===== config.mk =====
export PLATFORM = sky130hd
export DESIGN_NAME = dro_cordic
export DESIGN_NICKNAME = d
export VERILOG_FILES = /design/src/rtl/dro_pkg.sv /design/src/rtl/dro_cordic.sv
export SDC_FILE = /design/constraint.sdc
export NUM_CORES = 1
export LEC_CHECK = 0
export ABC_AREA = 1
export BUFFER_PORTS_ARGS = -buffer_cell sky130_fd_sc_hd__buf_2
export CORE_ASPECT_RATIO = 0.6
export CORE_UTILIZATION = 45
export DETAILED_ROUTE_END_ITERATION = 8
export PLACE_DENSITY = 0.68
export REMOVE_ABC_BUFFERS = 1
export SLEW_MARGIN = 20
export SYNTH_ARGS = -nofsm -noshare
export SYNTH_HDL_FRONTEND = slang
export SYNTH_SLANG_ARGS = --single-unit

===== constraint.sdc =====
create_clock -name clock -period 5.45 [get_ports clock]
set_input_delay 1.09 -clock clock [delete_from_list [all_inputs] [get_ports clock]]
set_output_delay 1.09 -clock clock [all_outputs]
set_load 0.01 [all_outputs]

===== src/rtl/dro_pkg.sv =====
`default_nettype none
package dro_pkg;

   // Register indexes of the configuration port.
   localparam logic [0:0] REG_LINEAR_LIMIT  = 1'b0;
   localparam logic [0:0] REG_ANGULAR_LIMIT = 1'b1;

   localparam logic [15:0] LINEAR_LIMIT_RESET  = 16'd7;
   localparam logic [30:0] ANGULAR_LIMIT_RESET = 31'd683565;

   // Gain that turns rad into 2^-32 turn, scaled by 2^2.
   localparam logic [31:0] TURN_GAIN    = 32'd2734261102;
   localparam logic [31:0] CORDIC_START = 32'd652032874;

   // Arctangent table of the CORDIC, 2^-32 turn.
   function automatic logic [31:0] atan_entry(input logic [4:0] i);
      logic [31:0] r;
      begin
         case (i)
            5'd0: r = 32'h20000000; 5'd1: r = 32'h12E4051E; 5'd2: r = 32'h09FB385B;
            5'd3: r = 32'h051111D4; 5'd4: r = 32'h028B0D43; 5'd5: r = 32'h0145D7E1;
            5'd6: r = 32'h00A2F61E; 5'd7: r = 32'h00517C55; 5'd8: r = 32'h0028BE53;
            5'd9: r = 32'h00145F2F; 5'd10: r = 32'h000A2F98; 5'd11: r = 32'h000517CC;
            5'd12: r = 32'h00028BE6; 5'd13: r = 32'h000145F3; 5'd14: r = 32'h0000A2FA;
            5'd15: r = 32'h0000517D; 5'd16: r = 32'h000028BE; 5'd17: r = 32'h0000145F;
            5'd18: r = 32'h00000A30; 5'd19: r = 32'h00000518; 5'd20: r = 32'h0000028C;
            5'd21: r = 32'h00000146; 5'd22: r = 32'h000000A3; 5'd23: r = 32'h00000051;
            5'd24: r = 32'h00000029; 5'd25: r = 32'h00000014; 5'd26: r = 32'h0000000A;
            5'd27: r = 32'h00000005; 5'd28: r = 32'h00000003; 5'd29: r = 32'h00000001;
            5'd30: r = 32'h00000001;
            default: r = 32'h00000000;
         endcase
         atan_entry = r;
      end
   endfunction

   // Control between the sequencer and the CORDIC unit.
   typedef struct packed {
      logic        start;
      logic [31:0] angle;
   } cordic_cmd_type;

   typedef struct packed {
      logic               done;
      logic signed [33:0] cos_q30;
      logic signed [33:0] sin_q30;
   } cordic_rsp_type;

endpackage
`default_nettype wire


===== src/rtl/dro_cordic.sv =====
`default_nettype none
module dro_cordic #(
   parameter int STEPS = 16
) (
   input  wire                  clock,
   input  wire                  reset,
   input  wire dro_pkg::cordic_cmd_type cmd,
   output dro_pkg::cordic_rsp_type rsp
);
   import dro_pkg::*;

   localparam int CW = $clog2(STEPS + 1);

   logic               busy_ff, busy_in;
   logic [CW-1:0]      step_ff, step_in;
   logic [1:0]         quad_ff, quad_in;
   logic signed [33:0] x_ff, x_in, y_ff, y_in;
   logic signed [33:0] z_ff, z_in;
   logic               done_ff, done_in;
   logic [1:0]         q;
   logic signed [33:0] sx, sy;
   logic [31:0]        at;
   logic [31:0]        red;
   logic [4:0]         idx;

   // One rotation per cycle; the shift is arithmetic, which floors.
   always_comb begin
      busy_in = busy_ff;
      step_in = step_ff;
      quad_in = quad_ff;
      x_in    = x_ff;
      y_in    = y_ff;
      z_in    = z_ff;
      done_in = 1'b0;
      q   = 2'((cmd.angle + 32'h20000000) >> 30);
      red = cmd.angle - {q, 30'd0};
      idx = 5'(step_ff);
      sx  = y_ff >>> idx;
      sy  = x_ff >>> idx;
      at  = atan_entry(idx);
      if (cmd.start) begin
         busy_in = 1'b1;
         step_in = '0;
         quad_in = q;
         x_in    = {2'b00, CORDIC_START};
         y_in    = '0;
         z_in    = {{2{red[31]}}, red};
      end else if (busy_ff) begin
         if (step_ff == CW'(STEPS)) begin
            busy_in = 1'b0;
            done_in = 1'b1;
         end else begin
            if (!z_ff[33]) begin
               x_in = x_ff - sx; y_in = y_ff + sy; z_in = z_ff - {2'b00, at};
            end else begin
               x_in = x_ff + sx; y_in = y_ff - sy; z_in = z_ff + {2'b00, at};
            end
            step_in = step_ff + 1'b1;
         end
      end
   end

   always_ff @(posedge clock) begin
      if (reset) begin
         busy_ff <= 1'b0;
         done_ff <= 1'b0;
         step_ff <= '0;
      end else begin
         busy_ff <= busy_in;
         done_ff <= done_in;
         step_ff <= step_in;
      end
      quad_ff <= quad_in;
      x_ff    <= x_in;
      y_ff    <= y_in;
      z_ff    <= z_in;
   end

   // Quadrant fold-back.
   always_comb begin
      rsp.done = done_ff;
      case (quad_ff)
         2'd0: begin rsp.cos_q30 = x_ff;  rsp.sin_q30 = y_ff;  end
         2'd1: begin rsp.cos_q30 = -y_ff; rsp.sin_q30 = x_ff;  end
         2'd2: begin rsp.cos_q30 = -x_ff; rsp.sin_q30 = -y_ff; end
         default: begin rsp.cos_q30 = y_ff; rsp.sin_q30 = -x_ff; end
      endcase
   end

endmodule
`default_nettype wire


==> impl_results.md <==
* WP buf/inv at 5
* Vias per cell at 6.00
* First-pass GRT wire length at 128,000 um
* PwrDens at 542 mW/mm^2
* Mapped cell area at 0.0200 mm^2
* ANT nets after route at 0
* Syn. warnings at 0
* Starting Density at 0.459
* Non-Filler Instances at 4,099
* Routed wire per std cell at 21.2 um
* Syn Area/Cell at 5.80 um^2
* Drt pass-1 iters at 8
* Fmax at 198 MHz
* Rel. slew slack at 0.359
* Placed cell count at 4,066
* Die W at 274 um
* Largest net degree at the start of global routing at 72
* Synth Area in Simple Gates at 0.399
* H-tree Lvls at 4
* Mux contribution to synthesized area at 0
* Cell Rows at 59
* Synth Area in XOR/XNOR at 0.0758
* Antenna violations before repair at 0
* Max clock buf depth at 2
* Drt initial violations at 4,411
* Die Area at 0.0453 mm^2
* Root Buffer: clkbuf_16
* Share of layout cells above drive strength 1 at 0.0958
* Num CTS Buffers at 17
* Dpl hpwl at 69,300 um
* Top Family by Delay on Critical Path: compound AO/OA/AOI/OAI gates
* WP data required at 5.87 ns
* CP Capture Type: register
* Filler cells at 4,659
* Unrepaired setup endpoints after global routing: false
* CTS tree: built
* Die Ht at 165 um
* Depth of the most critical reg-to-reg path at 28
* Clock Latency Late Sink at 0.47 ns
* Data arrival, critical path at 5.46 ns
* Crit Path Class: register to register
* Adder-cell share of the synthesized area at 0.0750
* Post-Route Utilization at 0.503
* Largest family of logic cells by synthesized area: simple AND/OR/NAND/NOR gates
* Crit-path max FO at 47
* Worst-Margin Slew at 0.961 ns
* Post-Syn Instances at 3,445
* Layout area overhead at 9.62%
* Io pins at 104
* Final wirelength at 86,900 um
* Gr usage total at 0.375
* Static Leakage at 11.0 nW
* WP depth at 28
* Worst hold path class: register to register
* Total gr overflow at 0
* Setup violation total in the final timing report at 0
* Port Buf Inserts at 103
* Compound-cell area share of the yosys netlist at 0.179
* Max Clock Skew at 0.0213 ns
* Yosys cell types at 63
* Register area share after synthesis at 0.159
* RD Place Congestion at 1.09
* FF+latch count, synth at 141
* Tmin final at 5.04 ns
* Post-layout nets at 3,659
* Core footprint at 0.0436 mm^2
* Worst path most repeated cell: nand2_1
* Final setup TNS at 0 ns
* Reg clk slew, reported paths at 0.08 ns
* Vias in the first global route at 20,700
* Final hold vios at 0
* Hold Path Depth at 2
* Maximum vdd ir drop at 303 uV
* Via count at 24,600
* Buffer count from post-CTS setup fixing at 0
* Sink Count at 141
* Status: finished clean
* Max-slew violations at 0
* Residual DRC count at 0
* Worst path max stage delay at 0.36 ns
* MaxCap Viol Count at 0
* Slowest CP cell: dfxtp_2
* Critical Path Source Type: register
* Fin crit share at 0.925
area by class of cell:
type,instances,area [um^2],share of cell area
Antenna cell,1,2.50,0.000114
Tap cell,579,724,0.0331
Multi-Input combinational cell,2748,14600,0.665
Inverter,394,1480,0.0678
Clock buffer,18,429,0.0196
Clock inverter,14,160,0.00732
Sequential cell,141,3190,0.146
Timing Repair Buffer,204,1340,0.0610
metal layers:
| metal | part of all wire | wire, um | vias up | GRT usage |
|---|---|---|---|---|
| li1 | - | - | 11600 | - |
| met2 | 0.33 | 28300 | 1714 | 0.427 |
| met5 | 0.0017 | 144 | - | 0.0230 |
| met1 | 0.47 | 40800 | 11200 | 0.592 |
| met3 | 0.18 | 16100 | 132 | 0.173 |
| met4 | 0.018 | 1580 | 4 | 0.0699 |
Yosys cell counts (all sizes together):
cell type,number,area share
edfxtp,36,0.054
nand2,967,0.18
a221o,1,0.00050
inv,388,0.073
dfxtp,105,0.11
a221oi,18,0.0079
o211ai,19,0.0071
o21a,8,0.0031
a32oi,1,0.00044
nand3b,6,0.0023
a211oi,2,0.00075
a21boi,9,0.0034
o21ai,201,0.052
a31oi,36,0.011
o22ai,19,0.0060
a32o,1,0.00050
o311ai,1,0.00044
o221ai,17,0.0075
ha,115,0.072
or2,30,0.0094
nand3,434,0.11
o2111ai,26,0.011
a21oi,220,0.055
xnor2,50,0.022
nor2,299,0.058
nor3b,2,0.00075
and2,3,0.00094
clkinv,6,0.0011
and3,1,0.00031
buf,78,0.022
a2111oi,2,0.00088
clkbuf,84,0.016
o21bai,10,0.0038
xor2,122,0.053
a22oi,3,0.0011
nor4,18,0.0056
fa,3,0.0030
a21o,9,0.0034
a41oi,1,0.00044
o31ai,5,0.0019
nand4,46,0.015
nor3,43,0.011
worst min-delay path: stages, from the launching register on:
cell and delay, ns:
dfxtp_1 0.32, nand2_1 0.06, nor2_1 0.04
cells in the final DEF, fill, tap and decap left out, types with 18 or more instances in the layout:
cell	synthesis	layout
a221oi_1	18	18
or2_2	29	29
a31oi_1	36	36
nand2_1	947	946
ha_1	115	115
o22ai_1	19	19
xnor2_1	49	49
buf_2	37	103
edfxtp_1	36	36
dfxtp_1	105	101
inv_1	376	375
nor3_1	42	42
nor4_1	18	18
o211ai_1	19	19
o21ai_0	175	175
o21ai_1	19	19
a21oi_1	219	218
nand4_1	44	44
nor2_1	287	285
o2111ai_1	26	26
nand2_2	20	21
nand3_1	427	427
xor2_1	122	122
buf_4	7	96
where the power goes:
group | total, W | switching, W | internal (W) | leakage (nW)
Sequential | 0.00179 | 0.000454 | 0.00133 | 1.23
Clock | 0.00128 | 0.000590 | 0.000686 | 0.282
Combinational | 0.00879 | 0.00580 | 0.00299 | 9.52
Total | 0.0119 | 0.00684 | 0.00501 | 11.0
cell families (layout without fill, tap and decap cells):
group | after synthesis | after routing
XOR/XNOR | 172 | 172
other | 0 | 1
flip-flops | 141 | 141
AND/OR/NAND/NOR | 1849 | 1849
adder cells (fa/ha/maj) | 118 | 118
AO/OA/AOI/OAI | 609 | 609
buffers and inverters | 556 | 630
through the flow:
step                      hold slack [ns]  total power (W)  instance area, um^2  setup slack [ns]
after global routing                0.472           0.0127                21900            0.0427
final                               0.458           0.0119                21900             0.406
after global placement              0.453           0.0102                21300             0.582
after detailed placement            0.447           0.0101                21300             0.565
after CTS                           0.458           0.0115                21900             0.530
after floorplan                     0.423          0.00752                19200            -0.776
worst paths after layout:
kind | to | slack [ns] | startpoint
max | y_ff[30] | 0.41 | idx[0]
min reg2reg | done_ff | 0.46 | busy_ff
min | done_ff | 0.46 | busy_ff
max reg2reg | y_ff[30] | 0.41 | idx[0]
sequential cells by signal, indices dropped and copies added, names as in the netlist:
| register | count |
|---|---|
| at | 30 |
| busy_ff | 1 |
| done_ff | 1 |
| idx | 5 |
| quad_ff | 2 |
| x_ff | 34 |
| y_ff | 34 |
| z_ff | 34 |
what timing repair did:
action | CTS | global route
endpoints found under the setup margin | 0 | 4
resized for setup | 0 | 2
hold buffers | 0 | 0
Note: power is estimated with default switching activity, not from simulation.
