===== config.mk =====
export PLATFORM = sky130hd
export DESIGN_NAME = dro_serial_mul
export DESIGN_NICKNAME = d
export VERILOG_FILES = /design/src/rtl/dro_pkg.sv /design/src/rtl/dro_serial_mul.sv
export SDC_FILE = /design/constraint.sdc
export NUM_CORES = 1
export LEC_CHECK = 0
export ABC_AREA = 1
export BUFFER_PORTS_ARGS = -buffer_cell sky130_fd_sc_hd__buf_4
export CELL_PAD_IN_SITES_DETAIL_PLACEMENT = 0
export CELL_PAD_IN_SITES_GLOBAL_PLACEMENT = 1
export CORE_MARGIN = 1.5
export CORE_UTILIZATION = 39
export CTS_BUF_LIST = sky130_fd_sc_hd__clkbuf_8
export DETAILED_ROUTE_END_ITERATION = 10
export PLACE_DENSITY_LB_ADDON = 0.25
export SYNTH_ARGS = -nofsm -noshare
export SYNTH_HDL_FRONTEND = slang
export SYNTH_SLANG_ARGS = --single-unit

===== constraint.sdc =====
create_clock -name clock -period 3.84 [get_ports clock]
set_input_delay 0.576 -clock clock [delete_from_list [all_inputs] [get_ports clock]]
set_output_delay 0.576 -clock clock [all_outputs]
set_load 0.01 [all_outputs]

===== src/rtl/dro_pkg.sv =====
`default_nettype none
package dro_pkg;

   // Register indexes of the configuration port.
   localparam logic [0:0] REG_LINEAR_LIMIT  = 1'b0;
   localparam logic [0:0] REG_ANGULAR_LIMIT = 1'b1;

   localparam logic [15:0] LINEAR_LIMIT_RESET  = 16'd7;
   localparam logic [30:0] ANGULAR_LIMIT_RESET = 31'd683565;

   // Gain that turns rad into 2^-32 turn, scaled by 2^2.
   localparam logic [31:0] TURN_GAIN    = 32'd2734261102;
   localparam logic [31:0] CORDIC_START = 32'd652032874;

   // Arctangent table of the CORDIC, 2^-32 turn.
   function automatic logic [31:0] atan_entry(input logic [4:0] i);
      logic [31:0] r;
      begin
         case (i)
            5'd0: r = 32'h20000000; 5'd1: r = 32'h12E4051E; 5'd2: r = 32'h09FB385B;
            5'd3: r = 32'h051111D4; 5'd4: r = 32'h028B0D43; 5'd5: r = 32'h0145D7E1;
            5'd6: r = 32'h00A2F61E; 5'd7: r = 32'h00517C55; 5'd8: r = 32'h0028BE53;
            5'd9: r = 32'h00145F2F; 5'd10: r = 32'h000A2F98; 5'd11: r = 32'h000517CC;
            5'd12: r = 32'h00028BE6; 5'd13: r = 32'h000145F3; 5'd14: r = 32'h0000A2FA;
            5'd15: r = 32'h0000517D; 5'd16: r = 32'h000028BE; 5'd17: r = 32'h0000145F;
            5'd18: r = 32'h00000A30; 5'd19: r = 32'h00000518; 5'd20: r = 32'h0000028C;
            5'd21: r = 32'h00000146; 5'd22: r = 32'h000000A3; 5'd23: r = 32'h00000051;
            5'd24: r = 32'h00000029; 5'd25: r = 32'h00000014; 5'd26: r = 32'h0000000A;
            5'd27: r = 32'h00000005; 5'd28: r = 32'h00000003; 5'd29: r = 32'h00000001;
            5'd30: r = 32'h00000001;
            default: r = 32'h00000000;
         endcase
         atan_entry = r;
      end
   endfunction

   // Control between the sequencer and the CORDIC unit.
   typedef struct packed {
      logic        start;
      logic [31:0] angle;
   } cordic_cmd_type;

   typedef struct packed {
      logic               done;
      logic signed [33:0] cos_q30;
      logic signed [33:0] sin_q30;
   } cordic_rsp_type;

endpackage
`default_nettype wire


===== src/rtl/dro_serial_mul.sv =====
`default_nettype none
module dro_serial_mul (
   input  wire               clock,
   input  wire               reset,
   input  wire               start,
   input  wire signed [33:0] mcand,
   input  wire        [33:0] mplier,
   input  wire               mplier_neg,
   output logic              done,
   output logic signed [67:0] product
);
   import dro_pkg::*;

   // Shift-and-add multiplier, one multiplier bit a cycle. The magnitude of the
   // multiplier is shifted out; the sign is applied at the end.
   logic [33:0]        mp_ff, mp_in;
   logic signed [67:0] acc_ff, acc_in;
   logic signed [67:0] mc_ff, mc_in;
   logic [5:0]         cnt_ff, cnt_in;
   logic               busy_ff, busy_in, neg_ff, neg_in, done_ff, done_in;

   always_comb begin
      mp_in = mp_ff; acc_in = acc_ff; mc_in = mc_ff; cnt_in = cnt_ff;
      busy_in = busy_ff; neg_in = neg_ff; done_in = 1'b0;
      if (start) begin
         mp_in   = mplier;
         acc_in  = '0;
         mc_in   = 68'(mcand);
         cnt_in  = '0;
         busy_in = 1'b1;
         neg_in  = mplier_neg;
      end else if (busy_ff) begin
         if (mp_ff[0]) acc_in = acc_ff + mc_ff;
         mp_in  = mp_ff >> 1;
         mc_in  = mc_ff <<< 1;
         cnt_in = cnt_ff + 1'b1;
         if (cnt_ff == 6'd33) begin
            busy_in = 1'b0;
            done_in = 1'b1;
         end
      end
   end

   always_ff @(posedge clock) begin
      if (reset) begin
         busy_ff <= 1'b0;
         done_ff <= 1'b0;
      end else begin
         busy_ff <= busy_in;
         done_ff <= done_in;
      end
      mp_ff  <= mp_in;
      acc_ff <= acc_in;
      mc_ff  <= mc_in;
      cnt_ff <= cnt_in;
      neg_ff <= neg_in;
   end

   assign done    = done_ff;
   assign product = neg_ff ? -acc_ff : acc_ff;

endmodule
`default_nettype wire


==> results of run 1 <==
layer usage:
layer	vias up	track usage, %	share of wire, %
li1	7701	-	-
met1	6835	42.5	50
met2	544	40.0	39
met3	49	5.31	8.4
met4	0	8.02	1.9
met5	-	0	0
cell type report:
cell class | instances | area, um^2 | area share, %
clock buffer | 17 | 234 | 1.39
clock inverter | 15 | 118 | 0.697
inverter | 416 | 1560 | 9.26
multi-input combinational | 1736 | 8550 | 50.7
sequential | 179 | 4610 | 27.3
tap | 511 | 639 | 3.79
timing repair buffer | 151 | 1160 | 6.86
power breakdown:
part           total, uW  internal, uW  switching, uW
Sequential          2420          2230            187
Clock               1280           507            774
Combinational       2430           838           1590
cell families after synthesis:
| logic type | share of synthesized area (%) |
|---|---|
| xor+xnor | 5.40 |
| compound gates | 9.90 |
| simple gates | 35.9 |
| buf+inv | 11.9 |
| flops | 30.9 |
| fa+ha+maj | 6.00 |
through the flow:
step                hold WS [ns]  total power, uW
floorplan                  0.480             3930
finish                     0.229             6130
CTS                        0.182             6130
global placement           0.493             4850
detailed placement         0.499             4860
global route               0.189             6510
cell usage after synthesis (all sizes together) (7+ instances only):
cell type	number
o21ai	109
dfxtp	76
nor2	246
nand4	28
nor4	14
ha	70
o21bai	7
a21oi	160
nand2	836
xor2	91
nor3	24
edfxtp	103
buf	11
inv	416
nand3	133
clkbuf	42
path summary, 6_finish.rpt:
path | startpoint | endpoint | slack [ns] | cells past startpoint
max | acc_ff[0] | product[40] | 0.46 | 11
min | mplier_neg | neg_ff | 0.23 | 1
max reg2reg | mc_ff[20] | acc_ff[55] | 1.11 | 12
min reg2reg | mp_ff[33] | mp_ff[32] | 0.52 | 2
state kept, by name (all words and copies together), names as in the netlist:
name	cells
neg_ff	1
done	1
busy_ff	1
mp_ff	34
acc_ff	68
mc_ff	68
cnt_ff	6
==> out/metrics.yaml, run 1 <==
status:
  status: "finished, final reports clean"
logic_synthesis:
  yosys-top-cells-area: "edfxtp_1, nand2_1, dfxtp_1"
  ys_seq_elements: 179
  ys.warnings.count: 0
  synth_top_area_share_pct: 20.7
  synth-async-reset-ratio_pct: 0
  avgSynthCellArea_um2: 6.26
  synthesis.nets: 2527
  syn_inst: 2384
  syn-cell-area_mm2: 0.0149
  yosysUniqueCellTypes: 41
  synth-edff-count: 103
  synthFlopType: "edfxtp_1"
  ys_seq_area_share_pct: 30.9
  yosys.area.top_type: "edfxtp_1"
clock_network:
  cts_tree: "built"
  cts_sinks: 179
  cts_inserted_buffers: 17
  clk_path_buf_depth: 2
  cts_setup_buffers: 0
  clkTransAtPathRegs_ns: 0.10
  clock_latency_ns: 0.52
  cts_resized: 0
  htreeDepth: 4
  cts_hold_buf: 0
  cts-root-buf: "clkbuf_8"
floorplan:
  coreArea_mm2: 0.0377
  chipWidth_um: 199
  die_y_um: 199
  initial_core_util_pct: 39.6
  rows: 71
  io_pins: 141
  dieArea_mm2: 0.0395
placement:
  place_ws_ns: 1.03
  place_congestion: 0.937
  post_dp_cell_area_mm2: 0.0165
  portBuffers: 140
  dp_cells: 2993
  place_hpwl_um: 44700
sta:
  rsz0062_at_grt: "no"
  setup_viol: 0
  finalSetupTns_ns: 0
  layout_setup_ws_ns: 0.456
  period_share_pct: 88.1
  timing.fmax_ghz: 0.295
  min_period_ns: 3.38
  finalClockSkew_ns: 0.0213
  maxSlewHeadroom_pct: 33.6
  hold_violations: 0
  worst_pin_slew_ns: 0.996
  drv_slew: 0
detailed_routing:
  drcViolationCount: 0
  viasPerCell: 5.00
  wire_per_inst_um: 18.0
  drtIter0Drc: 1281
  num_vias: 15100
  ant_nets: 0
  finalWirelength_um: 54500
  drt_pre_antenna_iters: 5
grt:
  grt_max_degree: 134
  grt_pass1_vias: 14100
  grt_overflow: 0
  antenna_found_initial: 1
  grt_pass1_wl_um: 81800
  track_usage_pct: 28.1
layout:
  final_common_cell: "nand2_1"
  final_area_mm2: 0.0169
  areaGrowthSynthToFinish_pct: 13.1
  final_cells: 3025
  fill_cells: 4156
  fin_util_pct: 44.8
  drive_above_1_share_pct: 9.82
  diodes: 0
  layout_common_cells: "nand2_1, inv_1, nor2_1, a21oi_1, buf_4"
  final_nets: 2644
critical_path:
  crit_slowest_cell: "dfxtp_1"
  critPathBufInv: 2
  worst-setup-path-type: "reg2out"
  required_ns: 3.26
  critPathArrivalTime_ns: 2.81
  path_cells: "inv_1 > ha_1 > nand3_2 > nor2_2 > nand2_2 > nor2_2 > nand4_1 > nor2_1 > a31oi_1 > xor2_1 > buf_4"
  critical_path.top_delay_family: "simple AND/OR/NAND/NOR gates"
  setup.worst_path.start_class: "register"
  crit_top_cell: "nor2_2"
  critPathCaptureType: "primary output"
  slowest_delay_ns: 0.34
  crit_fanout: 4
flow_run:
  cap_violations: 0
power:
  vdd.ir_drop.worst_mv: 0.230
  power_density_mw_per_mm2: 363
  power.leakage_uw: 0.00898
hold_path:
  hp-class: "in2reg"
Power figures use the tool's default switching activity.
==> inputs of run 2 (changes only) <==
--- a/config.mk
+++ b/config.mk
@@ -6,13 +6,13 @@
 export NUM_CORES = 1
 export LEC_CHECK = 0
 export ABC_AREA = 1
-export BUFFER_PORTS_ARGS = -buffer_cell sky130_fd_sc_hd__buf_4
 export CELL_PAD_IN_SITES_DETAIL_PLACEMENT = 0
 export CELL_PAD_IN_SITES_GLOBAL_PLACEMENT = 1
 export CORE_MARGIN = 1.5
 export CORE_UTILIZATION = 39
 export CTS_BUF_LIST = sky130_fd_sc_hd__clkbuf_8
 export DETAILED_ROUTE_END_ITERATION = 10
+export DONT_BUFFER_PORTS = 1
 export PLACE_DENSITY_LB_ADDON = 0.25
 export SYNTH_ARGS = -nofsm -noshare
 export SYNTH_HDL_FRONTEND = slang
==> run 2 against run 1 <==
  * Final cell count fell by 4.6%
  * Die area did not move
  * Highest routed layer unchanged
  * Critical path type unchanged
  * Largest power group is now registers
  * Clock-buffer cell count did not move
==> out/metrics.yaml, run 2 (synthesis results as in run 1) <==
floorplan:
  rows: 71
  initial_core_util_pct: 39.6
  coreArea_mm2: 0.0377
  dieArea_mm2: 0.0395
  io_pins: 141
  chipWidth_um: 199
  die_y_um: 199
layout:
  drive_above_1_share_pct: 4.80
  fill_cells: 4198
  diodes: 0
  final_nets: 2505
  areaGrowthSynthToFinish_pct: 6.31
  final_common_cell: "nand2_1"
  final_area_mm2: 0.0159
  reg.largest.list: "acc_ff (68), mc_ff (68), mp_ff (34)"
  final_cells: 2886
  layout_common_cells: "nand2_1, inv_1, nor2_1, a21oi_1, nand3_1"
clock_network:
  cts_hold_buf: 0
  cts_sinks: 179
  htreeDepth: 4
  cts-root-buf: "clkbuf_8"
  clk_path_buf_depth: 2
  cts_setup_buffers: 0
  cts_tree: "built"
  cts_resized: 0
  clock_latency_ns: 0.53
  cts_inserted_buffers: 17
  clkTransAtPathRegs_ns: 0.11
critical_path:
  required_ns: 3.26
  worstRegToRegCells: 14
  timing.rr.start: "mc_ff[12]"
  r2r_setup_slack_ns: 1.10
  setup.worst_path.start_class: "register"
  worst-setup-path-type: "reg2out"
  timing.rr.end: "acc_ff[61]"
  critPathCaptureType: "primary output"
  critPathArrivalTime_ns: 2.87
  crit_fanout: 4
power:
  vdd.ir_drop.worst_mv: 0.349
  power.leakage_uw: 0.00832
  power_density_mw_per_mm2: 372
grt:
  grt_pass1_wl_um: 81800
  grt_overflow: 0
  grt_max_degree: 135
  grt_pass1_vias: 13800
  track_usage_pct: 28.0
  antenna_found_initial: 0
sta:
  finalSetupTns_ns: 0
  min_period_ns: 3.45
  hold_slack_ns: 0.110
  timing.fmax_ghz: 0.290
  worst_pin_slew_ns: 0.788
  drv_slew: 0
  setup_viol: 0
  layout_setup_ws_ns: 0.393
  finalClockSkew_ns: 0.0207
  rsz0062_at_grt: "no"
  period_share_pct: 89.8
  maxSlewHeadroom_pct: 47.4
  hold_violations: 0
detailed_routing:
  viasPerCell: 5.10
  finalWirelength_um: 54300
  ant_nets: 0
  wire_per_inst_um: 18.8
  num_vias: 14700
  drt_pre_antenna_iters: 6
  drcViolationCount: 0
  drtIter0Drc: 1227
placement:
  portBuffers: 0
  place_ws_ns: 0.977
  dp_cells: 2854
  place_hpwl_um: 44400
  place_congestion: 0.951
  post_dp_cell_area_mm2: 0.0155
hold_path:
  min_to: "done"
  hp-class: "in2reg"
  hold_start: "reset"
  hold_depth: 1
flow_run:
  cap_violations: 0
status:
  status: "finished, final reports clean"
## run 2: cell type report
type	count	area, um^2	area share (%)
Tap cell	511	639	4.03
Timing Repair Buffer	12	128	0.804
Sequential cell	179	4610	29.1
Clock inverter	15	139	0.875
Clock buffer	17	234	1.47
Multi-Input combinational cell	1736	8550	53.9
Inverter	416	1560	9.85
## run 2: power breakdown
| group | switching (uW) | internal [uW] | total [uW] |
|---|---|---|---|
| sequential | 188 | 2230 | 2420 |
| combinational | 1530 | 631 | 2160 |
| clock | 850 | 475 | 1320 |
| total | 2570 | 3340 | 5900 |
## run 2: worst max path at each step
stage,from,to,slack [ns],depth (start not counted)
floorplan,start,mc_ff[0],0.08,4
global placement,acc_ff[0],product[62],0.97,15
detailed placement,acc_ff[0],product[62],0.98,15
CTS,acc_ff[0],product[62],0.37,15
global route,acc_ff[0],product[62],0.18,15
finish,acc_ff[0],product[62],0.39,15
## run 2: stage by stage
stage	utilization [%]	power, uW
after floorplan	-	3930
after global placement	41.1	4580
after detailed placement	41.1	4590
after CTS	42.1	5920
after global routing	42.1	6260
final	42.1	5900
## run 2: worst max-delay path, cell delays in order, from the launching register on
cell and delay, ns:
dfxtp_1 0.37, inv_1 0.20, ha_1 0.22, nand3_2 0.18
nor2_2 0.23, nand2_2 0.09, nand2_2 0.11, o21ai_2 0.10
nor2_4 0.15, nand2_2 0.11, inv_2 0.07, o21ai_2 0.07
inv_1 0.07, nand2_1 0.06, xor2_1 0.15, buf_4 0.15
## run 2: metal layers
| metal | routed length [um] | up-vias | track usage (%) |
|---|---|---|---|
| met1 | 27600 | 6778 | 42.8 |
| met3 | 4040 | 49 | 4.68 |
| li1 | - | 7429 | - |
| met4 | 952 | 0 | 7.27 |
| met2 | 21700 | 473 | 40.1 |
| met5 | 0 | - | 0 |
==> inputs of run 3 (changes only) <==
--- a/config.mk
+++ b/config.mk
@@ -6,6 +6,8 @@
 export NUM_CORES = 1
 export LEC_CHECK = 0
 export ABC_AREA = 1
+export ABC_CLOCK_PERIOD_IN_PS = 3840
+export CAP_MARGIN = 5
 export CELL_PAD_IN_SITES_DETAIL_PLACEMENT = 0
 export CELL_PAD_IN_SITES_GLOBAL_PLACEMENT = 1
 export CORE_MARGIN = 1.5
==> constraint.sdc (replaced) <==
create_clock -name clock -period 3.84 [get_ports clock]
set_input_delay 1.152 -clock clock [delete_from_list [all_inputs] [get_ports clock]]
set_output_delay 1.152 -clock clock [all_outputs]
set_load 0.01 [all_outputs]
==> run 3 against run 2 <==
  * Flip-flop and latch count stayed put
  * Worst hold slack gained 0.40 ns
  * Wire length fell by 0.56%
  * Critical endpoint is now product[36]
  * Largest cell class unchanged
  * Largest power group unchanged
==> out/metrics.yaml, run 3 (synthesis results as in run 1) <==
status:
  status: "finished, final reports clean"
floorplan:
  rows: 71
  coreArea_mm2: 0.0377
  dieArea_mm2: 0.0395
  die_y_um: 199
  chipWidth_um: 199
  io_pins: 141
  initial_core_util_pct: 39.6
layout:
  fin_util_pct: 43.6
  diodes: 0
  final_nets: 2551
  final_common_cell: "nand2_1"
  final_cells: 2932
  reg.largest.list: "acc_ff (68), mc_ff (68), mp_ff (34)"
  drive_above_1_share_pct: 7.97
  areaGrowthSynthToFinish_pct: 9.97
  layout_common_cells: "nand2_1, inv_1, nor2_1, a21oi_1, nand3_1"
grt:
  grt_pass1_wl_um: 81500
  antenna_found_initial: 0
  track_usage_pct: 28.0
  grt_pass1_vias: 14000
  grt_max_degree: 135
  grt_overflow: 0
critical_path:
  worst-setup-path-type: "reg2out"
  critPathCaptureType: "primary output"
  setup.worst_path.start_class: "register"
  required_ns: 2.69
  crit_fanout: 4
  critPathArrivalTime_ns: 2.60
clock_network:
  cts_inserted_buffers: 17
  cts-root-buf: "clkbuf_8"
  clkTransAtPathRegs_ns: 0.12
  cts_hold_buf: 0
  clock_latency_ns: 0.56
  cts_tree: "built"
  clk_path_buf_depth: 2
  cts_sinks: 179
  htreeDepth: 4
sta:
  timing.fmax_ghz: 0.267
  drv_slew: 0
  layout_setup_ws_ns: 0.0927
  rsz0062_at_grt: "yes"
  setup_viol: 0
  hold_slack_ns: 0.508
  hold_violations: 0
  finalSetupTns_ns: 0
  maxSlewHeadroom_pct: 32.3
  min_period_ns: 3.75
  finalClockSkew_ns: 0.0336
  period_share_pct: 97.6
  worst_pin_slew_ns: 1.02
detailed_routing:
  viasPerCell: 5.07
  wire_per_inst_um: 18.4
  drtIter0Drc: 1297
  finalWirelength_um: 54000
  drt_pre_antenna_iters: 6
  ant_nets: 0
  num_vias: 14900
  drcViolationCount: 0
power:
  power_density_mw_per_mm2: 377
  vdd.ir_drop.worst_mv: 0.327
  power.leakage_uw: 0.00858
placement:
  place_hpwl_um: 44200
  portBuffers: 0
  place_ws_ns: 0.353
  place_congestion: 0.919
  dp_cells: 2891
flow_run:
  cap_violations: 0
hold_path:
  hp-class: "reg2reg"
## run 3: final timing paths
| check | start | to | slack (ns) | depth (start not counted) |
|---|---|---|---|---|
| setup / recovery | acc_ff[0] | product[36] | 0.09 | 11 |
| hold / removal | mp_ff[12] | mp_ff[11] | 0.51 | 2 |
| setup reg to reg | acc_ff[2] | acc_ff[63] | 0.98 | 16 |
| hold reg to reg | mp_ff[12] | mp_ff[11] | 0.51 | 2 |
## run 3: critical path, stage by stage (launching register included)
cell     delay, ns
dfxtp_4       0.39
inv_6         0.08
ha_4          0.14
nand3_4       0.09
nor2_4        0.17
nand2_4       0.08
nor2_4        0.16
nand4_1       0.21
nor3_2        0.29
a21oi_2       0.10
xor2_1        0.15
buf_4         0.16
## run 3: what timing repair did
item                       in CTS  in global routing
hold endpoints to repair        0                  0
pin swaps                       3                 18
buffers inserted                0                  9
setup endpoints to repair      28                 26
gates resized for setup        11                 40
## run 3: per-layer routing
metal  vias to the layer above  share of wire, %  global-route usage, %
met2                       519                39                   39.2
li1                       7521                 -                      -
met5                         -                 0                      0
met4                         0               2.1                   8.19
met1                      6772                50                   42.0
met3                        52               8.9                   6.73
## run 3: power breakdown
group	switching [uW]	internal (uW)	total [uW]	leakage, uW
Combinational	1590	758	2340	0.00669
Sequential	180	2230	2410	0.00168
Clock	879	559	1440	0.000211
Total	2650	3550	6190	0.00858
## run 3: stage by stage
step	area [um^2]	total power [uW]
2_1_floorplan	14900	3930
3_3_place_gp	15800	4670
3_5_place_dp	15800	4690
4_1_cts	16200	6160
5_1_grt	16400	6590
6_report	16400	6190
## run 3: layout make-up
cell class / instances / area [um^2]
tap: 511 / 639
clock buffer: 17 / 234
inverter: 416 / 1580
clock inverter: 15 / 189
multi-input combinational: 1736 / 8710
fill: 4147 / 21200
sequential: 179 / 4620
timing repair buffer: 58 / 448
